**src/design/ecg_period_heart_rate_assert.svh**
```systemverilog
// Assertion macros for the ECG period and heart-rate block.
// Used by design/ecg_period_heart_rate.sv; expects signals named clock and reset in scope.
`ifndef ECG_PERIOD_HEART_RATE_ASSERT_SVH
`define ECG_PERIOD_HEART_RATE_ASSERT_SVH

// Same-cycle implication, disabled while reset is high.
`define ECGPHR_ASSERT_SAME(name, ante, cons, msg) \
   name: assert property (@(posedge clock) disable iff (reset) (ante) |-> (cons)) \
      else $error(msg);

// Next-cycle implication, disabled while reset is high.
`define ECGPHR_ASSERT_NEXT(name, ante, cons, msg) \
   name: assert property (@(posedge clock) disable iff (reset) (ante) |=> (cons)) \
      else $error(msg);

`endif

```
**src/design/ecgphr_pkg.sv**
```systemverilog
// Shared constants for the ECG period and heart-rate block.
// No dependencies; imported by design/ecg_period_heart_rate.sv and verif/ecg_period_heart_rate_test.sv.
package ecgphr_pkg;

   localparam int WINDOW_DEFAULT = 256;

   localparam int SAMPLE_W = 10;
   localparam int THR_W    = 10;
   localparam int DEC_W    = 16;
   localparam int PER_W    = 16;
   localparam int BPM_W    = 16;

   localparam int CSR_IDX_W  = 2;
   localparam int CSR_DATA_W = 16;

   // Register indexes of the configuration port.
   localparam logic [CSR_IDX_W-1:0] CSR_DECIMATION = 2'd0;
   localparam logic [CSR_IDX_W-1:0] CSR_THRESHOLD  = 2'd1;
   localparam logic [CSR_IDX_W-1:0] CSR_PERIOD     = 2'd2;

   // Reset values of the registers.
   localparam logic [DEC_W-1:0] DECIMATION_RST = 16'd0;
   localparam logic [THR_W-1:0] THRESHOLD_RST  = 10'd42;
   localparam logic [PER_W-1:0] PERIOD_RST     = 16'd42;

   // Command codes of the input word.
   localparam logic CMD_SAMPLE = 1'b0;
   localparam logic CMD_QUERY  = 1'b1;

   // Milliseconds per minute, and the value reported for a zero period.
   localparam logic [BPM_W-1:0] BPM_NUMERATOR = 16'd60000;
   localparam logic [BPM_W-1:0] BPM_MAX       = 16'd60000;

endpackage

```
**src/design/ecg_period_heart_rate.sv**
```systemverilog
// ECG period and heart-rate block: sample decimation, circular sample window,
// serial window scan and a single restoring divider. Depends on design/ecgphr_pkg.sv
// and design/ecg_period_heart_rate_assert.svh.
//
//   channel  direction  handshake             payload
//   req      in         req_valid/req_stall   req_cmd, req_sample
//   rsp      out        rsp_valid/rsp_stall   rsp_bpm, rsp_rate_valid
//   csr      in         csr_we                csr_index, csr_wdata
//
// A sample word is taken without stalling the input. A query word holds the input stalled
// through the window scan (one memory read a cycle), the multiply state, BPM_W = 16
// divider steps and the state that loads the result, which waits while the
// result register is full; a query that finds no period skips the divider.
// The window needs no clearing pass after reset: a fill count marks which
// entries were written, and unwritten entries read as zero.
// The computed rate waits in the result register under rsp_stall; sample words
// are taken meanwhile, and a second query is taken and scanned, but then holds
// the input stalled until that register is free.
module ecg_period_heart_rate
   import ecgphr_pkg::*;
#(
   parameter int WINDOW = WINDOW_DEFAULT
) (
   input  logic                  clock,
   input  logic                  reset,
   input  logic                  req_valid,
   output logic                  req_stall,
   input  logic                  req_cmd,
   input  logic [SAMPLE_W-1:0]   req_sample,
   output logic                  rsp_valid,
   input  logic                  rsp_stall,
   output logic [BPM_W-1:0]      rsp_bpm,
   output logic                  rsp_rate_valid,
   input  logic                  csr_we,
   input  logic [CSR_IDX_W-1:0]  csr_index,
   input  logic [CSR_DATA_W-1:0] csr_wdata
);

   localparam int IDX_W  = $clog2(WINDOW);
   localparam int CNT_W  = $clog2(WINDOW + 1);
   localparam int DEN_W  = IDX_W + PER_W;
   localparam int STEP_W = $clog2(BPM_W);

   localparam logic [IDX_W-1:0]  IDX_LAST  = IDX_W'(WINDOW - 1);
   localparam logic [CNT_W-1:0]  CNT_FULL  = CNT_W'(WINDOW);
   localparam logic [STEP_W-1:0] STEP_LAST = STEP_W'(BPM_W - 1);

   // Sequencer states.
   localparam logic [2:0] ST_IDLE = 3'd0;
   localparam logic [2:0] ST_SCAN = 3'd1;
   localparam logic [2:0] ST_MUL  = 3'd2;
   localparam logic [2:0] ST_DIV  = 3'd3;
   localparam logic [2:0] ST_OUT  = 3'd4;

   // Configuration registers.
   logic [DEC_W-1:0] decimation_ff;
   logic [THR_W-1:0] threshold_ff;
   logic [PER_W-1:0] period_ff;

   always_ff @(posedge clock) begin
      if (reset) begin
         decimation_ff <= DECIMATION_RST;
         threshold_ff  <= THRESHOLD_RST;
         period_ff     <= PERIOD_RST;
      end else if (csr_we) begin
         case (csr_index)
            CSR_DECIMATION: decimation_ff <= csr_wdata[DEC_W-1:0];
            CSR_THRESHOLD:  threshold_ff  <= csr_wdata[THR_W-1:0];
            CSR_PERIOD:     period_ff     <= csr_wdata[PER_W-1:0];
            default:        ;
         endcase
      end
   end

   logic [2:0] state_ff, state_in;

   logic req_take;
   logic take_sample;
   logic take_query;

   assign req_stall   = (state_ff != ST_IDLE);
   assign req_take    = req_valid && !req_stall;
   assign take_sample = req_take && (req_cmd == CMD_SAMPLE);
   assign take_query  = req_take && (req_cmd == CMD_QUERY);

   // Decimation and window bookkeeping. The window is a circular buffer whose
   // head points at the newest sample; logical entry i lives at head - i.
   logic [DEC_W-1:0] skip_ff;
   logic [IDX_W-1:0] head_ff;
   logic [CNT_W-1:0] count_ff;
   logic             keep;
   logic [IDX_W-1:0] head_in;

   assign keep    = take_sample && (skip_ff >= decimation_ff);
   assign head_in = (head_ff == IDX_LAST) ? '0 : head_ff + 1'b1;

   always_ff @(posedge clock) begin
      if (reset) begin
         skip_ff  <= '0;
         head_ff  <= '0;
         count_ff <= '0;
      end else if (take_sample) begin
         if (keep) begin
            skip_ff <= '0;
            head_ff <= head_in;
            if (count_ff != CNT_FULL) begin
               count_ff <= count_ff + 1'b1;
            end
         end else begin
            skip_ff <= skip_ff + 1'b1;
         end
      end
   end

   // Window memory: one write port, one registered read port.
   logic [SAMPLE_W-1:0] win_mem [WINDOW];
   logic [IDX_W-1:0]    addr_ff;
   logic [SAMPLE_W-1:0] rd_data_ff;

   always_ff @(posedge clock) begin
      if (keep) begin
         win_mem[head_in] <= req_sample;
      end
      rd_data_ff <= win_mem[addr_ff];
   end

   // Read issue side of the scan: logical index and physical address.
   logic [IDX_W-1:0] iss_idx_ff;
   logic             iss_on_ff;
   logic             rd_valid_ff;
   logic [IDX_W-1:0] rd_idx_ff;

   always_ff @(posedge clock) begin
      if (reset) begin
         iss_on_ff   <= 1'b0;
         rd_valid_ff <= 1'b0;
      end else if (take_query) begin
         iss_on_ff   <= 1'b1;
         rd_valid_ff <= 1'b0;
      end else begin
         rd_valid_ff <= iss_on_ff;
         if (iss_on_ff && iss_idx_ff == IDX_LAST) begin
            iss_on_ff <= 1'b0;
         end
      end
   end

   always_ff @(posedge clock) begin
      if (take_query) begin
         iss_idx_ff <= '0;
         addr_ff    <= head_ff;
      end else if (iss_on_ff) begin
         iss_idx_ff <= iss_idx_ff + 1'b1;
         addr_ff    <= (addr_ff == '0) ? IDX_LAST : addr_ff - 1'b1;
      end
      rd_idx_ff <= iss_idx_ff;
   end

   // Compare side of the scan: one neighbor difference per cycle.
   logic [SAMPLE_W-1:0] cur_data;
   logic [SAMPLE_W-1:0] prev_ff;
   logic [SAMPLE_W-1:0] mag;
   logic                quiet;
   logic                active;
   logic                diff_on;
   logic [IDX_W-1:0]    diff_idx;
   logic                have_start_ff, have_finish_ff, signal_ff;
   logic [IDX_W-1:0]    start_ff, finish_ff;

   assign cur_data = (CNT_W'(rd_idx_ff) < count_ff) ? rd_data_ff : '0;
   assign mag      = (cur_data >= prev_ff) ? cur_data - prev_ff : prev_ff - cur_data;
   assign quiet    = (mag < threshold_ff);
   assign active   = (mag > threshold_ff);
   assign diff_on  = rd_valid_ff && (rd_idx_ff != '0);
   assign diff_idx = rd_idx_ff - 1'b1;

   always_ff @(posedge clock) begin
      if (reset || take_query) begin
         have_start_ff  <= 1'b0;
         have_finish_ff <= 1'b0;
         signal_ff      <= 1'b0;
      end else if (diff_on) begin
         if (!signal_ff) begin
            if (!have_start_ff && quiet) begin
               have_start_ff <= 1'b1;
            end
            if (active) begin
               signal_ff <= 1'b1;
            end
         end else if (!have_finish_ff && quiet) begin
            have_finish_ff <= 1'b1;
         end
      end
   end

   always_ff @(posedge clock) begin
      if (rd_valid_ff) begin
         prev_ff <= cur_data;
      end
      if (diff_on && !signal_ff && !have_start_ff && quiet) begin
         start_ff <= diff_idx;
      end
      if (diff_on && signal_ff && !have_finish_ff && quiet) begin
         finish_ff <= diff_idx;
      end
   end

   // Single restoring divider: 60000 / (span * period), one quotient bit a step.
   logic             found;
   logic [DEN_W-1:0] denom_ff;
   logic [DEN_W:0]   rem_ff;
   logic [BPM_W-1:0] quo_ff;
   logic [STEP_W-1:0] step_ff;
   logic [DEN_W:0]   trial;
   logic             fits;

   assign found = have_start_ff && have_finish_ff;
   assign trial = {rem_ff[DEN_W-1:0], quo_ff[BPM_W-1]};
   assign fits  = (trial >= {1'b0, denom_ff});

   always_ff @(posedge clock) begin
      if (state_ff == ST_MUL) begin
         denom_ff <= DEN_W'(finish_ff - start_ff) * DEN_W'(period_ff);
         rem_ff   <= '0;
         quo_ff   <= BPM_NUMERATOR;
         step_ff  <= '0;
      end else if (state_ff == ST_DIV) begin
         rem_ff  <= fits ? trial - {1'b0, denom_ff} : trial;
         quo_ff  <= {quo_ff[BPM_W-2:0], fits};
         step_ff <= step_ff + 1'b1;
      end
   end

   // Result register.
   logic             rsp_valid_ff;
   logic [BPM_W-1:0] rsp_bpm_ff;
   logic             rsp_rate_valid_ff;
   logic             rsp_free;
   logic             load;
   logic [BPM_W-1:0] bpm_sel;

   assign rsp_free = !rsp_valid_ff || !rsp_stall;
   assign load     = (state_ff == ST_OUT) && rsp_free;
   assign bpm_sel  = !found ? '0 : ((denom_ff == '0) ? BPM_MAX : quo_ff);

   always_ff @(posedge clock) begin
      if (reset) begin
         rsp_valid_ff <= 1'b0;
      end else if (load) begin
         rsp_valid_ff <= 1'b1;
      end else if (!rsp_stall) begin
         rsp_valid_ff <= 1'b0;
      end
   end

   always_ff @(posedge clock) begin
      if (load) begin
         rsp_bpm_ff        <= bpm_sel;
         rsp_rate_valid_ff <= found;
      end
   end

   assign rsp_valid      = rsp_valid_ff;
   assign rsp_bpm        = rsp_bpm_ff;
   assign rsp_rate_valid = rsp_rate_valid_ff;

   // Sequencer. The last difference reaches the flags at the edge that leaves
   // the scan, so the period check is made in the multiply state.
   always_comb begin
      state_in = state_ff;
      case (state_ff)
         ST_IDLE: if (take_query) state_in = ST_SCAN;
         ST_SCAN: if (rd_valid_ff && rd_idx_ff == IDX_LAST) state_in = ST_MUL;
         ST_MUL:  state_in = found ? ST_DIV : ST_OUT;
         ST_DIV:  if (step_ff == STEP_LAST) state_in = ST_OUT;
         ST_OUT:  if (rsp_free) state_in = ST_IDLE;
         default: state_in = ST_IDLE;
      endcase
   end

   always_ff @(posedge clock) begin
      if (reset) begin
         state_ff <= ST_IDLE;
      end else begin
         state_ff <= state_in;
      end
   end

   `include "ecg_period_heart_rate_assert.svh"

   `ECGPHR_ASSERT_SAME(a_finish_after_start, have_finish_ff && have_start_ff, finish_ff > start_ff, "period finish not after its start")
   `ECGPHR_ASSERT_NEXT(a_query_starts_scan, take_query, state_ff == ST_SCAN && iss_on_ff, "query did not start the scan")
   `ECGPHR_ASSERT_NEXT(a_invalid_rate_zero, load && !found, rsp_valid && !rsp_rate_valid && rsp_bpm == '0, "invalid rate with nonzero bpm")
   `ECGPHR_ASSERT_SAME(a_scan_only_busy, iss_on_ff || rd_valid_ff, state_ff == ST_SCAN, "memory scan active outside the scan state")

endmodule

```
**config.mk**
```make
export PLATFORM = sky130hd
export DESIGN_NAME = ecg_period_heart_rate
export DESIGN_NICKNAME = d
export VERILOG_FILES = /design/src/design/ecgphr_pkg.sv /design/src/design/ecg_period_heart_rate.sv
export VERILOG_INCLUDE_DIRS = /design/src /design/src/design
export SDC_FILE = /design/constraint.sdc
export NUM_CORES = 2
export LEC_CHECK = 0
export ABC_CLOCK_PERIOD_IN_PS = 8800
export BUFFER_PORTS_ARGS = -buffer_cell sky130_fd_sc_hd__buf_2
export CAP_MARGIN = 0
export CORE_AREA = 2 2 578 580
export DETAILED_ROUTE_END_ITERATION = 7
export DIE_AREA = 0 0 580 582
export MAX_ROUTING_LAYER = met4
export SYNTH_ARGS = -nofsm -noshare
export SYNTH_HDL_FRONTEND = slang
export SYNTH_SLANG_ARGS = --single-unit
```
**constraint.sdc**
```tcl
create_clock -name clock -period 8.8 [get_ports clock]
set_clock_uncertainty 0.05 [all_clocks]
set_input_delay 1.32 -clock clock [delete_from_list [all_inputs] [get_ports clock]]
set_output_delay 1.32 -clock clock [all_outputs]
set_load 0.01 [all_outputs]
```
==> results.txt <==
- In this run, CTS created clock tree buffers numbering 287.
* Worst r2r dst: denom_ff[22]
* First-pass GRT wire length: between 400000 and 500000 um
- Nets@finish: 6599
* Unrepaired setup endpoints after global routing: no
- Of the cells placed in the final design, the portion with a size suffix greater than 1 is 21.1%.
* Post-synthesis sequential area ratio: a little under three quarters
- Gate power share: 16.0%
* Outcome: finished clean
- Averaged over all synthesized cells, the footprint is about 19 sq um.
* Vias post-DR: 59000
- Port Buffer Count: 52
- The largest single stage delay on the critical path is 0.66 ns.
- Cells fill 39.3% of the core in the end.
- Summing the areas of all and, or, nand and nor instances in the mapped netlist gives 4.36% of the synthesized area.
* DRC marker count from the first detailed-route iteration: approximately 6500
* Async SR Flop Fraction: 0%
* Detailed-placement wirelength estimate: roughly 180000 um
- Once the clock tree was built, the resizer swapped 0 gates to a different size.
* Largest family of logic cells by synthesized area: multiplexers
* Worst min-delay path class: reg2reg
* Detail-routed via count per cell: 5.41
- Number of max-cap violations: 0
- Slew Limit Headroom: 10.9%
* Maximum buffer depth of the clock tree: 4
- Required time of the critical path: 9.38 ns
- Ratio of total power to cell area: 244 mW/mm^2
- Startpoint of the worst setup timing path: start_ff[1]
* Count of final hold-check violations: 0
- Ports placed on the boundary: 53
- Number of flops mapped to enable cells by yosys: between 2000 and 3000
- Summing every instance area after synthesis gives 0.116 sq mm.
* Setup TNS: 0 ns
* Maximum achievable frequency: between 0.1 and 0.15 GHz
- In the final routed layout, each cell accounts on average for ~27 um.
* Chip height: 582 um
- Final Critical Period: 7.61 ns
* Number of DRC violations after detailed routing: 0
- Total detailed-routing wirelength: between 200000 and 300000 um
- Total Die Area: between 0.3 and 0.4 sq mm
- STA classifies the critical path endpoint as a register.
- Core Rows: 212
* Fraction of the cycle the final worst path needs: roughly 86%
- Yosys warning total: 0
- CTS H-Tree Depth: 5
- Clock root buffer master: clkbuf_16
- Synth Area in Compound Gates: 2.79%
- Total iterations of the first detailed-routing run: 6
* Clock insertion delay at the later pin of the skew report: 0.88 ns
- Slew at the pin with the worst max-slew slack: 1.34 ns
- Of the total power, the share spent switching nets is about 26%.
- Setup violations remaining at the end of the flow were counted as 0.
* Xor/xnor cell area share of the yosys netlist: less than 1%
* Post-detailed-route count of antenna-violating nets: 0
* Standard cell with the maximum stage delay on the critical path: a2111oi_0
- Largest fanout of any net on the critical path: 16
* Clock slew seen by the registers of the worst setup and hold paths: 0.06 ns
- The critical path ends at denom_ff[22].
- Area Overhead vs Synth: 12.7%
* GRT overflow: 0
* Post-cts hold buffer count: 0
- Leakage power figure: between 40 and 50 nW
- The internal power of the cells totals 23.7 mW.
- Overall fraction of global-route tracks in use: 17.5%
* Pin count of the biggest net entering global routing: around 200
- Data on the critical path arrives at its endpoint at a little over 8 ns.
* Post-synthesis mux area share: 15.4%
- Number of antenna violations at the first check in global routing: 11
* Clock sink count: 2789
* Area of the core region: 0.332 sq mm
* Flip-flop and latch count after synthesis: 2789
* Clock network fraction of total power: 37.5%
- The final-report max-slew violation count was 0.
* IR drop worst, VDD: 0.192 mV
- Critical R2R Launch: start_ff[1]
- For this run, the leading register cell type out of synthesis is edfxtp_1.
- In this run the power spent charging and discharging nets is 8.20 mW.
- TritonCTS built the clock tree.
- The number of setup buffers added after CTS is 0.
* X dimension of the die: 580 um
* Reg2Reg Depth: 28
- Kind of launch point of the worst setup path: register
* Net count of the mapped netlist: 6438
- Reg2reg setup slack: 1.19 ns
* Worst slack on hold paths: 0.327 ns
* Synth Area in Adders: under 10%
- The via count of the first global-routing pass came to roughly 60000.
- After synthesis, the netlist uses 76 different library cells.
- Gate count after technology mapping: 6142
- The critical path in this run is classified as reg2reg.
* Starting utilization of the core area: 34.8%
* Share of power burned in registers: 46.4%
- Routability-driven placement finished with a final weighted congestion of 0.851.
==> layout make-up <==
| cell class | count | area (sq um) |
|---|---|---|
| diodes | 4 | 10.0 |
| clock buffers | 366 | 7800 |
| clock inverters | 138 | 1310 |
| fillers | 29600 | 202000 |
| inverters | 196 | 746 |
| multi-input cells | 2830 | 31100 |
| flip-flops and latches | 2789 | 82200 |
| well taps | 4387 | 5490 |
| repair buffers | 199 | 1660 |
==> per-layer routing <==
| metal | GRT usage, % | wire, um | vias to the layer above |
|---|---|---|---|
| met4 | 5.19 | 8780 | 0 |
| met3 | 3.20 | 22700 | 487 |
| met2 | 27.5 | 139000 | 2266 |
| li1 | - | - | 24900 |
| met1 | 23.2 | 121000 | 31300 |
| met5 | - | 0 | - |
==> flip-flops by register name (all words and copies together), names as in the netlist, 3 cells and up <==
signal,flops
addr_ff,8
iss_idx_ff,8
start_ff,8
threshold_ff,10
skip_ff,16
head_ff,8
rsp_bpm,16
step_ff,4
rd_idx_ff,8
rd_data_ff,10
denom_ff,24
quo_ff,16
win_mem,2560
decimation_ff,16
period_ff,16
state_ff,3
rem_ff,24
finish_ff,8
count_ff,9
prev_ff,10
==> per-stage QoR <==
stage	instance area (sq um)	power, mW	instances	setup slack [ns]
4_1_cts	130000	32.1	10900	1.19
5_1_grt	130000	32.9	10900	0.655
6_report	130000	31.9	10900	1.19
2_1_floorplan	116000	18.4	6142	1.96
3_3_place_gp	121000	20.2	10400	1.13
3_5_place_dp	121000	20.2	10400	1.22
==> Yosys cell counts (11+ instances only) <==
master    number  area (sq um)
nand3_1       88           440
o21a_1        15           113
nand2b_1      45           282
o211ai_1      11          82.6
buf_6         30           338
fa_1         103          2060
xor2_1        47           412
mux4_2       714         16100
nand4_1       25           156
buf_2         83           415
ha_1         159          1990
o21ai_0      101           505
mux2i_1      162          1620
nor2_1       362          1360
o221ai_1      24           210
buf_1         33           124
a21o_1        36           270
a221oi_1      13           114
o22ai_1       29           181
dfxtp_1      154          3080
a211oi_1      14           105
clkbuf_1     146           548
and2_1        89           557
nor2b_1       32           200
or3_1         14          87.6
nor4_1        18           113
buf_4         33           248
xnor2_1       47           412
or4_1         11          82.6
a22oi_1       13          97.6
edfxtp_1    2635         79100
and3_1        19           119
nand2_1      271          1020
a31oi_1       24           150
nor3_1        76           380
a21oi_1      148           741
inv_1        191           717
==> cells by family (layout without fill, tap and decap cells) <==
| logic type | Yosys count | count (layout) |
|---|---|---|
| AO/OA/AOI/OAI | 505 | 505 |
| multiplexers | 886 | 886 |
| adder cells (fa/ha/maj) | 262 | 262 |
| buffers and inverters | 523 | 899 |
| XOR/XNOR | 94 | 94 |
| other | 0 | 4 |
| AND/OR/NAND/NOR | 1083 | 1083 |
| flip-flops | 2789 | 2789 |
==> power groups by stage <==
stage / Combinational (mW) / Sequential [mW] / Clock (mW)
floorplan: 3.36 / 15.0 / 0
global placement: 5.10 / 15.1 / 0
detailed placement: 5.13 / 15.1 / 0
CTS: 5.15 / 14.8 / 12.2
global route: 5.48 / 14.8 / 12.6
finish: 5.10 / 14.8 / 12.0
==> worst min path at each step <==
stage | cells past startpoint | to | slack, ns | startpoint
3_3_place_gp | 0 | rd_idx_ff[5] | 0.32 | iss_idx_ff[5]
2_1_floorplan | 0 | rd_idx_ff[3] | 0.31 | iss_idx_ff[3]
4_1_cts | 0 | rd_idx_ff[5] | 0.33 | iss_idx_ff[5]
6_report | 0 | rd_idx_ff[5] | 0.33 | iss_idx_ff[5]
3_5_place_dp | 0 | rd_idx_ff[5] | 0.32 | iss_idx_ff[5]
5_1_grt | 0 | rd_idx_ff[5] | 0.33 | iss_idx_ff[5]
==> worst max-delay path: cells and delay by family, from the launching register on <==
family / cells / cell delay (ns)
adders and majority gates: 7 / 2.98
AOI/OAI and AO/OA: 11 / 2.64
and+or+nand+nor: 4 / 0.55
xor gates and xnor gates: 1 / 0.49
DFF: 1 / 0.42
buffers and inverters: 5 / 0.30
==> placed cells by master (no fill, tap or decap), types with 36 or more instances in the layout <==
cell type  synthesis  final
xnor2_1           47     47
buf_4             33    131
inv_1            191    191
xor2_1            47     47
dfxtp_1          154    154
mux2i_1          162    162
a21o_1            36     36
a21oi_1          148    148
nor3_1            76     54
nor2_1           362    360
nand3_1           88     88
mux4_2           714    714
nand2b_1          45     45
clkinv_1           3     49
nand2_1          271    267
and2_1            89     89
ha_1             159    159
clkbuf_1         146     59
clkbuf_16          0    298
buf_2             83     42
clkinv_2           0     48
o21ai_0          101    100
fa_1             103    103
edfxtp_1        2635   2635
No activity file was read; power rests on OpenSTA's default activity.
